**src/rtl/ble_pkg.sv**
```systemverilog
// Shared types and constants for the bounded list engine.
`default_nettype none

package ble_pkg;

    localparam int DEPTH_DEFAULT = 16;

    typedef enum logic [2:0] {
        ACT_INS_HEAD = 3'd0,
        ACT_INS_TAIL = 3'd1,
        ACT_DEL_HEAD = 3'd2,
        ACT_DEL_TAIL = 3'd3,
        ACT_DEL_POS  = 3'd4,
        ACT_SEARCH   = 3'd5,
        ACT_SORT     = 3'd6
    } action_t;

    typedef enum logic [1:0] {
        STAT_OK       = 2'd0,
        STAT_EMPTY    = 2'd1,
        STAT_FULL     = 2'd2,
        STAT_NOTFOUND = 2'd3
    } status_t;

    typedef enum logic [2:0] {
        OP_HOLD = 3'd0,
        OP_SHR  = 3'd1,
        OP_LOAD = 3'd2,
        OP_SHL  = 3'd3,
        OP_SORT = 3'd4,
        OP_SCAN = 3'd5
    } cell_op_t;

    typedef struct packed {
        cell_op_t op;
        logic     phase;
        logic     first;
        logic     search;
    } cell_cmd_t;

endpackage

`default_nettype wire

```
**src/rtl/bounded_list_engine_top.sv**
```systemverilog
// Top level of the bounded list engine: action sequencer and the row of list cells.
`default_nettype none

// The list lives in a row of DEPTH cells, entry 1 in cell 0, and every action is
// broadcast to all cells at once. One word is taken at a time and one result word
// is returned for it; a new word is taken while an earlier result still waits on
// the output. An insert shifts or loads the word in S_APPLY and then reports in S_FIN.
// Deletes and searches first drain a match through the cell row toward the head, one
// cell per cycle, over all N entries, where N is the entry count; a delete then shifts
// the row in S_APPLY. A sort runs N odd-even transposition passes, one per cycle.
// Actions that fail at once (full, empty, bad position) and the unused action code go
// straight to S_FIN. Entries are not cleared at reset; only the entry count is.
module bounded_list_engine_top #(
    parameter int DEPTH = ble_pkg::DEPTH_DEFAULT
) (
    input  wire         aclk,
    input  wire         aresetn,
    input  wire         s_valid,
    output logic        s_ready,
    input  wire  [2:0]  s_action,
    input  wire  [31:0] s_value,
    input  wire  [4:0]  s_position,
    output logic        m_valid,
    input  wire         m_ready,
    output logic [1:0]  m_status,
    output logic [31:0] m_removed_value,
    output logic [4:0]  m_found_position,
    output logic [4:0]  m_entry_count
);

    localparam int CW = $clog2(DEPTH + 1);
    localparam int PW = (CW > 5) ? CW : 5;

    typedef enum logic [2:0] {
        S_IDLE,
        S_SCAN,
        S_APPLY,
        S_SORT,
        S_FIN
    } state_t;

    state_t            state_reg, state_next;
    logic [2:0]        act_reg, act_next;
    logic [31:0]       val_reg, val_next;
    logic [CW-1:0]     idx_reg, idx_next;
    logic [CW-1:0]     cnt_reg, cnt_next;
    logic [CW-1:0]     steps_reg, steps_next;
    logic              phase_reg, phase_next;
    logic              first_reg, first_next;
    logic              search_reg, search_next;
    ble_pkg::status_t  stat_reg, stat_next;
    logic              m_valid_reg, m_valid_next;
    logic [1:0]        status_reg, status_next;
    logic [31:0]       removed_reg, removed_next;
    logic [4:0]        found_reg, found_next;
    logic [4:0]        count_reg, count_next;

    ble_pkg::cell_cmd_t cmd;
    logic               is_delete;

    logic [31:0]   cell_data [DEPTH];
    logic          cell_swap [DEPTH];
    logic          pipe_hit  [DEPTH];
    logic [31:0]   pipe_val  [DEPTH];
    logic [CW-1:0] pipe_pos  [DEPTH];

    assign s_ready   = (state_reg == S_IDLE);
    assign is_delete = (act_reg == ble_pkg::ACT_DEL_HEAD) || (act_reg == ble_pkg::ACT_DEL_TAIL)
                       || (act_reg == ble_pkg::ACT_DEL_POS);

    always_comb begin
        state_next   = state_reg;
        act_next     = act_reg;
        val_next     = val_reg;
        idx_next     = idx_reg;
        cnt_next     = cnt_reg;
        steps_next   = steps_reg;
        phase_next   = phase_reg;
        first_next   = first_reg;
        search_next  = search_reg;
        stat_next    = stat_reg;
        m_valid_next = m_valid_reg && !m_ready;
        status_next  = status_reg;
        removed_next = removed_reg;
        found_next   = found_reg;
        count_next   = count_reg;
        cmd.op       = ble_pkg::OP_HOLD;
        cmd.phase    = phase_reg;
        cmd.first    = first_reg;
        cmd.search   = search_reg;

        case (state_reg)
            S_IDLE: begin
                if (s_valid) begin
                    act_next    = s_action;
                    val_next    = s_value;
                    steps_next  = cnt_reg;
                    first_next  = 1'b1;
                    phase_next  = 1'b0;
                    search_next = 1'b0;
                    stat_next   = ble_pkg::STAT_OK;
                    state_next  = S_FIN;
                    case (s_action)
                        ble_pkg::ACT_INS_HEAD, ble_pkg::ACT_INS_TAIL: begin
                            if (cnt_reg == CW'(DEPTH)) begin
                                stat_next = ble_pkg::STAT_FULL;
                            end else begin
                                state_next = S_APPLY;
                            end
                        end
                        ble_pkg::ACT_DEL_HEAD, ble_pkg::ACT_DEL_TAIL: begin
                            if (cnt_reg == '0) begin
                                stat_next = ble_pkg::STAT_EMPTY;
                            end else begin
                                state_next = S_SCAN;
                                idx_next   = (s_action == ble_pkg::ACT_DEL_HEAD) ? '0
                                             : cnt_reg - CW'(1);
                            end
                        end
                        ble_pkg::ACT_DEL_POS: begin
                            if ((s_position == 5'd0) || (PW'(s_position) > PW'(cnt_reg))) begin
                                stat_next = ble_pkg::STAT_EMPTY;
                            end else begin
                                state_next = S_SCAN;
                                idx_next   = CW'(s_position - 5'd1);
                            end
                        end
                        ble_pkg::ACT_SEARCH: begin
                            if (cnt_reg == '0) begin
                                stat_next = ble_pkg::STAT_EMPTY;
                            end else begin
                                state_next  = S_SCAN;
                                search_next = 1'b1;
                            end
                        end
                        ble_pkg::ACT_SORT: begin
                            if (cnt_reg == '0) begin
                                stat_next = ble_pkg::STAT_EMPTY;
                            end else begin
                                state_next = S_SORT;
                            end
                        end
                        default: begin
                        end
                    endcase
                end
            end
            S_SCAN: begin
                cmd.op     = ble_pkg::OP_SCAN;
                first_next = 1'b0;
                steps_next = steps_reg - CW'(1);
                if (steps_reg == CW'(1)) begin
                    state_next = search_reg ? S_FIN : S_APPLY;
                end
            end
            S_APPLY: begin
                state_next = S_FIN;
                case (act_reg)
                    ble_pkg::ACT_INS_HEAD: begin
                        cmd.op   = ble_pkg::OP_SHR;
                        cnt_next = cnt_reg + CW'(1);
                    end
                    ble_pkg::ACT_INS_TAIL: begin
                        cmd.op   = ble_pkg::OP_LOAD;
                        cnt_next = cnt_reg + CW'(1);
                    end
                    ble_pkg::ACT_DEL_HEAD, ble_pkg::ACT_DEL_TAIL, ble_pkg::ACT_DEL_POS: begin
                        cmd.op   = ble_pkg::OP_SHL;
                        cnt_next = cnt_reg - CW'(1);
                    end
                    default: begin
                    end
                endcase
            end
            S_SORT: begin
                cmd.op     = ble_pkg::OP_SORT;
                phase_next = ~phase_reg;
                steps_next = steps_reg - CW'(1);
                if (steps_reg == CW'(1)) begin
                    state_next = S_FIN;
                end
            end
            S_FIN: begin
                if (!m_valid_reg || m_ready) begin
                    m_valid_next = 1'b1;
                    status_next  = stat_reg;
                    removed_next = '0;
                    found_next   = '0;
                    count_next   = 5'(cnt_reg);
                    if (stat_reg == ble_pkg::STAT_OK) begin
                        if (search_reg) begin
                            if (pipe_hit[0]) begin
                                found_next = 5'(pipe_pos[0]);
                            end else begin
                                status_next = ble_pkg::STAT_NOTFOUND;
                            end
                        end else if (is_delete) begin
                            removed_next = pipe_val[0];
                        end
                    end
                    state_next = S_IDLE;
                end
            end
            default: begin
                state_next = S_IDLE;
            end
        endcase
    end

    always_ff @(posedge aclk) begin
        if (!aresetn) begin
            state_reg   <= S_IDLE;
            cnt_reg     <= '0;
            m_valid_reg <= 1'b0;
        end else begin
            state_reg   <= state_next;
            cnt_reg     <= cnt_next;
            m_valid_reg <= m_valid_next;
        end
        act_reg     <= act_next;
        val_reg     <= val_next;
        idx_reg     <= idx_next;
        steps_reg   <= steps_next;
        phase_reg   <= phase_next;
        first_reg   <= first_next;
        search_reg  <= search_next;
        stat_reg    <= stat_next;
        status_reg  <= status_next;
        removed_reg <= removed_next;
        found_reg   <= found_next;
        count_reg   <= count_next;
    end

    genvar gi;
    generate
        for (gi = 0; gi < DEPTH; gi++) begin : g_cell
            logic [31:0]   left_d;
            logic [31:0]   right_d;
            logic          swap_i;
            logic          hit_i;
            logic [31:0]   val_i;
            logic [CW-1:0] pos_i;

            if (gi == 0) begin : g_head
                assign left_d = val_reg;
                assign swap_i = 1'b0;
            end else begin : g_mid
                assign left_d = cell_data[gi-1];
                assign swap_i = cell_swap[gi-1];
            end

            if (gi == DEPTH - 1) begin : g_tail
                assign right_d = '0;
                assign hit_i   = 1'b0;
                assign val_i   = '0;
                assign pos_i   = '0;
            end else begin : g_body
                assign right_d = cell_data[gi+1];
                assign hit_i   = pipe_hit[gi+1];
                assign val_i   = pipe_val[gi+1];
                assign pos_i   = pipe_pos[gi+1];
            end

            ble_cell #(
                .DEPTH (DEPTH),
                .INDEX (gi)
            ) u_cell (
                .aclk        (aclk),
                .cmd         (cmd),
                .cmd_value   (val_reg),
                .sel_idx     (idx_reg),
                .count       (cnt_reg),
                .left_data   (left_d),
                .right_data  (right_d),
                .swap_in     (swap_i),
                .swap_out    (cell_swap[gi]),
                .data        (cell_data[gi]),
                .pipe_hit_in (hit_i),
                .pipe_val_in (val_i),
                .pipe_pos_in (pos_i),
                .pipe_hit    (pipe_hit[gi]),
                .pipe_val    (pipe_val[gi]),
                .pipe_pos    (pipe_pos[gi])
            );
        end
    endgenerate

    assign m_valid          = m_valid_reg;
    assign m_status         = status_reg;
    assign m_removed_value  = removed_reg;
    assign m_found_position = found_reg;
    assign m_entry_count    = count_reg;

endmodule

`default_nettype wire

```
**src/rtl/ble_cell.sv**
```systemverilog
// One storage cell of the list: holds one entry, shifts, swaps and scans with its neighbors.
`default_nettype none

module ble_cell #(
    parameter int DEPTH = ble_pkg::DEPTH_DEFAULT,
    parameter int INDEX = 0,
    localparam int CW = $clog2(DEPTH + 1)
) (
    input  wire                  aclk,
    input  ble_pkg::cell_cmd_t   cmd,
    input  wire  [31:0]          cmd_value,
    input  wire  [CW-1:0]        sel_idx,
    input  wire  [CW-1:0]        count,
    input  wire  [31:0]          left_data,
    input  wire  [31:0]          right_data,
    input  wire                  swap_in,
    output logic                 swap_out,
    output logic [31:0]          data,
    input  wire                  pipe_hit_in,
    input  wire  [31:0]          pipe_val_in,
    input  wire  [CW-1:0]        pipe_pos_in,
    output logic                 pipe_hit,
    output logic [31:0]          pipe_val,
    output logic [CW-1:0]        pipe_pos
);

    localparam logic [CW-1:0] MY_IDX = CW'(INDEX);
    localparam logic [CW-1:0] MY_POS = CW'(INDEX + 1);
    localparam logic          PARITY = 1'(INDEX % 2);

    logic [31:0]   data_reg, data_next;
    logic          hit_reg, hit_next;
    logic [31:0]   val_reg, val_next;
    logic [CW-1:0] pos_reg, pos_next;
    logic          hit;

    assign swap_out = (cmd.op == ble_pkg::OP_SORT) && (cmd.phase == PARITY)
                      && (MY_POS < count) && ($signed(data_reg) > $signed(right_data));

    assign hit = cmd.search ? ((MY_IDX < count) && (data_reg == cmd_value))
                            : (MY_IDX == sel_idx);

    always_comb begin
        data_next = data_reg;
        hit_next  = hit_reg;
        val_next  = val_reg;
        pos_next  = pos_reg;
        case (cmd.op)
            ble_pkg::OP_HOLD: begin
            end
            ble_pkg::OP_SHR: begin
                data_next = left_data;
            end
            ble_pkg::OP_LOAD: begin
                if (MY_IDX == count) begin
                    data_next = cmd_value;
                end
            end
            ble_pkg::OP_SHL: begin
                if (MY_IDX >= sel_idx) begin
                    data_next = right_data;
                end
            end
            ble_pkg::OP_SORT: begin
                if (swap_out) begin
                    data_next = right_data;
                end else if (swap_in) begin
                    data_next = left_data;
                end
            end
            ble_pkg::OP_SCAN: begin
                if (hit) begin
                    hit_next = 1'b1;
                    val_next = data_reg;
                    pos_next = MY_POS;
                end else if (cmd.first) begin
                    hit_next = 1'b0;
                    val_next = '0;
                    pos_next = '0;
                end else begin
                    hit_next = pipe_hit_in;
                    val_next = pipe_val_in;
                    pos_next = pipe_pos_in;
                end
            end
            default: begin
            end
        endcase
    end

    always_ff @(posedge aclk) begin
        data_reg <= data_next;
        hit_reg  <= hit_next;
        val_reg  <= val_next;
        pos_reg  <= pos_next;
    end

    assign data     = data_reg;
    assign pipe_hit = hit_reg;
    assign pipe_val = val_reg;
    assign pipe_pos = pos_reg;

endmodule

`default_nettype wire

```
**config.mk**
```make
export PLATFORM = sky130hd
export DESIGN_NAME = bounded_list_engine_top
export DESIGN_NICKNAME = d
export VERILOG_FILES = /design/src/rtl/ble_pkg.sv /design/src/rtl/bounded_list_engine_top.sv /design/src/rtl/ble_cell.sv
export SDC_FILE = /design/constraint.sdc
export NUM_CORES = 2
export LEC_CHECK = 0
export ABC_AREA = 1
export CAP_MARGIN = 5
export CORE_AREA = 2 2 511 513
export DETAILED_ROUTE_END_ITERATION = 12
export DIE_AREA = 0 0 513 515
export DONT_BUFFER_PORTS = 1
export GPL_TIMING_DRIVEN = 0
export REMOVE_ABC_BUFFERS = 1
export SETUP_SLACK_MARGIN = 0.02
export SKIP_LAST_GASP = 1
export SLEW_MARGIN = 5
export SYNTH_ARGS = -nofsm -noshare
export SYNTH_HDL_FRONTEND = slang
export SYNTH_HIERARCHICAL = 1
export SYNTH_SLANG_ARGS = --single-unit
```
**constraint.sdc**
```tcl
create_clock -name aclk -period 16.7 [get_ports aclk]
set_input_delay 5.01 -clock aclk [delete_from_list [all_inputs] [get_ports aclk]]
set_output_delay 5.01 -clock aclk [all_outputs]
set_load 0.02 [all_outputs]
```
; Word level (Yosys, flattened, before mapping)
; Cells that the tools add are included.
[op_classes]
add_sub_neg = 4
order_cmp = 50
eq_ne = 121
n_mux = 191
n_bitwise = 3
reduce_logical = 118
[ops]
columns = operator, n
row1 = $mux 32, 93
row2 = $pmux 32 s4, 16
row3 = $eq 32x32->1, 16
row4 = $gt 32x32->1, 15
row5 = $eq 4x5->1 const A, 16
row6 = $reduce_and 4->1, 17
row7 = $ne 2x1->1 const B, 32
row8 = $logic_and 1x1->1, 51
row9 = $eq 3x5->1 const A, 8
row10 = $ge 4x5->1 const A, 8
row11 = $lt 4x5->1 const A, 8
row12 = $mux 1, 40
row13 = $mux 3, 13
row14 = $ne 3x1->1 const B, 13
row15 = $reduce_or 2->1, 19
row16 = $gt 32x1->1 const B, 1
row17 = $mux 4, 8
row18 = $pmux 5 s2, 3
row19 = $mux 5, 5
row20 = $eq 3x2->1 const B, 8
row21 = $eq 3x3->1 const B, 7
row22 = $eq 2x5->1 const A, 4
row23 = $ge 3x5->1 const A, 4
row24 = $lt 3x5->1 const A, 4
row25 = 33 further kinds, 78
[totals]
regBits = 1223
in_bits = 44
out_inout_bits = 46
wordCells = 581

; Logic depth before layout (Yosys ltp)
[depth]
ltp_word = 11
ltp_mapped = 20
mapped_depth_nobuf = 19

; Cells and area by module
; Netlist, hierarchy kept.
[modules_own_cells]
columns = module, instances, cells_each, area_each_um2, seq_area_each_um2
row1 = ble_cell at g_cell[11].u_cell ..., 2, 692, 5322.6, 2102.0
row2 = ble_cell at g_cell[5].u_cell, 1, 733, 5550.3, 2102.0
row3 = ble_cell at g_cell[2].u_cell, 1, 679, 5479.0, 2102.0
row4 = ble_cell at g_cell[12].u_cell, 1, 727, 5377.7, 2102.0
row5 = ble_cell at g_cell[14].u_cell, 1, 696, 5365.1, 2102.0
row6 = ble_cell at g_cell[13].u_cell, 1, 707, 5350.1, 2102.0
row7 = ble_cell at g_cell[9].u_cell, 1, 698, 5333.9, 2102.0
row8 = ble_cell at g_cell[0].u_cell, 1, 698, 5317.6, 2102.0
row9 = ble_cell at g_cell[8].u_cell, 1, 695, 5312.6, 2102.0
row10 = ble_cell at g_cell[15].u_cell, 1, 688, 5298.8, 2102.0
row11 = ble_cell at g_cell[6].u_cell, 1, 686, 5296.3, 2102.0
row12 = ble_cell at g_cell[10].u_cell, 1, 666, 5286.3, 2102.0
row13 = ble_cell at g_cell[7].u_cell, 1, 672, 5275.1, 2102.0
row14 = ble_cell at g_cell[4].u_cell, 1, 688, 5256.3, 2102.0
row15 = 2 more rows, -, -, -, -

; Worst setup path after synthesis
; Ideal clock, no wire load.
[synth_path]
kind = flip-flop to flip-flop
startpoint = register state_reg[1]
endpoint = register g_cell[8].u_cell.hit_reg, enable pin
arrival_time_ns = 9.654
required_time_ns = 16.220
path_slack_ns = 6.565
path_stages_with_launch = 9
path_buffers = 1
synth_period_minus_slack_ns = 10.135
cell_sequence = dfxtp_1 > inv_2 > or2_4 > nor2_4 > o21ai_2 > o21ai_0 > clkinv_1 > clkbuf_1 > nor3_1
[synth_rtl]
columns = element, line
row1 = "start, declared", bounded_list_engine_top.sv:42  ; state_t state_reg, state_next;
row2 = "start signal, assigned", bounded_list_engine_top.sv:216  ; state_reg <= state_next;
row3 = "end signal, assigned", ble_cell.sv:93  ; hit_reg <= hit_next;
row4 = "end, declared", ble_cell.sv:32  ; logic hit_reg, hit_next;

; Worst setup path after layout
[layout_path]
startpoint = register state_reg[0]
endpoint = output port s_ready
[layout_via]
elab_chain_cells = 1
[layout_lines]
columns = element, line
row1 = $logic_not 3->1, bounded_list_engine_top.sv:67  ; assign s_ready = (state_reg == S_IDLE);
row2 = "end, declared", bounded_list_engine_top.sv:19  ; output logic s_ready,
; Every way passes these cells.

==> results by group <==
Pwr
  • Pleak: 43.0 nW
  • Power Total: 11.4 mW
  • Maximum vdd drop: 0.000117 V
  • PwrDens: 110 nW/µm²

Final layout
  • Post-route insts no fill: 14.9k
  • P&R area growth vs syn: 14.6%
  • FF+latch area: 36600 µm²
  • Area used by multi-input combinational logic: 45500 µm²
  • Final #Nets: 12.0k
  • Filler Cells Inserted: 25.9k
  • Final Core Density: 0.399
  • Share of cells above drive strength 1: 0.0757

Setup path
  • R2r startpoint: act_reg[1]
  • Worst Reg-to-Reg Cells: 16
  • CP peak stage delay: 0.73 ns
  • Required @ worst endpoint: 11.69 ns
  • Worst Setup Start Kind: flip-flop
  • CP bufs+invs: 0
  • CP max-delay cell: nor3_2
  • Cell chain of the critical path: nor3_2
  • Worst setup EP type: output port
  • Critical Path Fanout Max: 6
  • Reg-to-reg critical path endpoint: g_cell[13].u_cell/data[29]
  • Reg2Reg Setup Slack: 10.11 ns
  • CP Data Arrival Time: 1.90 ns
  • Crit path kind: flip-flop to output port
  • Largest delay share family, worst path: simple AND/OR/NAND/NOR gates

Yosys
  • Netlist cell types: 67
  • Leading register cell type out of synthesis: edfxtp_1
  • Ys async rst share: 0
  • Top area cells in the synthesized netlist: edfxtp_1, nand2_1, ha_1
  • #FFs+latches synth: 1223
  • Post-synth top cells: nand2_1, inv_1, edfxtp_1, nor2_1, a21oi_1
  • Top-count cell post-synth: nand2_1
  • Synth Cell Area: 90000 µm²
  • Number of enable flip-flop cells after synthesis: 1214
  • Yosys top cell by area: edfxtp_1
  • Yosys top cell area share: 0.405
  • Cell count after synthesis: 11.5k
  • Number of synthesis warnings: 6
  • Seq/Total Area, Yosys: 0.407
  • Syn avg cell area: 7.85 µm²

GRT
  • Largest net degree at the start of global routing: 54
  • Vias in the first global route: 78.8k
  • Gr ovfl total: 0
  • M2 GR Usage: 0.416
  • Global-route wire length before repair: 530 mm
  • Total Routing Usage GR: 0.265
  • Initial antenna violation count: 8
  • Most used routing layer: met2
  • Met3 usage: 0.0605
  • GR met1 Demand/Resource: 0.326

Hold path
  • Hold Crit Start: g_cell[5].u_cell/pipe_val[27]
  • Hold path depth: 2
  • Worst hold path type: flip-flop to flip-flop
  • WHS Endpoint: g_cell[4].u_cell/pipe_val[27]

Floorplanning
  • Starting Density: 0.348
  • Die area: 264000 µm²
  • Die height: 515 µm
  • Num rows: 187
  • Total core area: 259000 µm²
  • IO Count: 90
  • DIE WIDTH: 513 µm

Detailed routing
  • WL/cell: 24.4 µm
  • Total number of vias: 86.0k
  • DRT Pass-1 Iters: 7
  • Post-DRT Antenna Nets: 0
  • Routed WL: 364 mm
  • Vias per inst: 5.76
  • First DRT Iteration DRCs: 11.5k
  • DRC viols: 0

Clocking
  • Count of cells resized by post-cts repair: 0
  • CTS tree: yes
  • Root buf cell: clkbuf_16
  • Post-CTS Hold Buffers: 0
  • Clk pin slew, worst setup/hold paths: 0.06 ns
  • TritonCTS buffer count: 140
  • CTS H-tree depth: 4
  • Clock sink count: 1223
  • Clock insertion delay at the later pin of the skew report: 0.82 ns
  • CTS max path bufs: 3
  • Post-CTS Setup Repair Bufs: 0

Timing
  • Clock period minus worst slack: 6.91 ns
  • Setup ws final: 9.79 ns
  • Max-slew headroom: 0.0823
  • Slew Viols, Final: 0
  • Count of final setup violators: 0
  • Fmax achieved: 145 MHz
  • Final hold vios: 0
  • Hold Worst Slack: 0.504 ns
  • RSZ-0062 raised after global routing: no
  • Clk_skew: 0.0346 ns
  • Tcrit/Tclk final: 0.414
  • Worst-Margin Slew: 1.38 ns

Placement
  • Dpl ws: 10.15 ns
  • Placed Cells: 14.7k
  • Dpl hpwl: 264 mm
  • RePlAce Congestion: 0.925
  • Port bufs: 0

Status
  • Outcome: complete, no violations

Run
  • MaxCap Viol Count: 0
-- logic make-up (layout without fill, tap and decap cells) --
family                   after synthesis  count (layout)  share of synthesized area
AND/OR/NAND/NOR                     5096            5096                      0.254
XOR/XNOR                             269             269                     0.0262
flip-flops                          1223            1223                      0.407
adder cells (fa/ha/maj)              523             523                     0.0727
AO/OA/AOI/OAI                       2049            2049                      0.140
buffers and inverters               2308            2262                      0.100
other                                  1             110                  0.0000417
-- cell type report --
cell class                 count  area share
inverter                    1748      0.0636
sequential                  1223       0.355
clock inverter                83     0.00987
clock buffer                 169      0.0358
antenna                        6    0.000146
timing repair buffer         262      0.0529
tap                         3402      0.0413
multi-input combinational   8041       0.441
-- power breakdown --
part	leakage, nW	internal, mW	total (mW)	switching [mW]
combinational	29.4	1.25	3.50	2.25
clock	2.30	1.90	3.29	1.39
sequential	11.3	3.81	4.60	0.787
-- per-stage QoR --
stage,setup TNS [ns],area (µm²)
2_1_floorplan,0,88000
3_3_place_gp,-2309.16,92200
3_5_place_dp,0,98300
4_1_cts,0,103000
5_1_grt,0,103000
6_report,0,103000
-- how the worst max path moves through the flow --
stage                             start                   endpoint  slack [ns]  cells past startpoint
after floorplan            state_reg[1]  g_cell[8].u_cell/pipe_hit        4.90                      7
after CTS                  state_reg[0]                    s_ready        9.74                      1
final                      state_reg[0]                    s_ready        9.79                      1
after detailed placement  s_position[4]                 idx_reg[2]       10.15                      9
after global routing       state_reg[0]                    s_ready        9.73                      1
after global placement     state_reg[2]  g_cell[7].u_cell/data[31]       -7.52                      9
-- per-layer routing --
metal	up-vias	routed length, µm	share of wire
met5	-	64	0.00018
met4	8	27900	0.077
met3	1406	40200	0.11
met2	5366	161000	0.44
met1	40000	134000	0.37
li1	39200	-	-
-- cells in the final DEF (no fill, tap or decap), types with 423 or more instances in the layout --
cell      instances
a21oi_1         706
a221oi_1        423
edfxtp_1       1214
ha_1            523
inv_1          1670
nand2_1        2587
nand3_1         634
nand4_1         571
nor2_1          846
o21ai_0         470
Note: power is estimated with default switching activity, not from simulation.
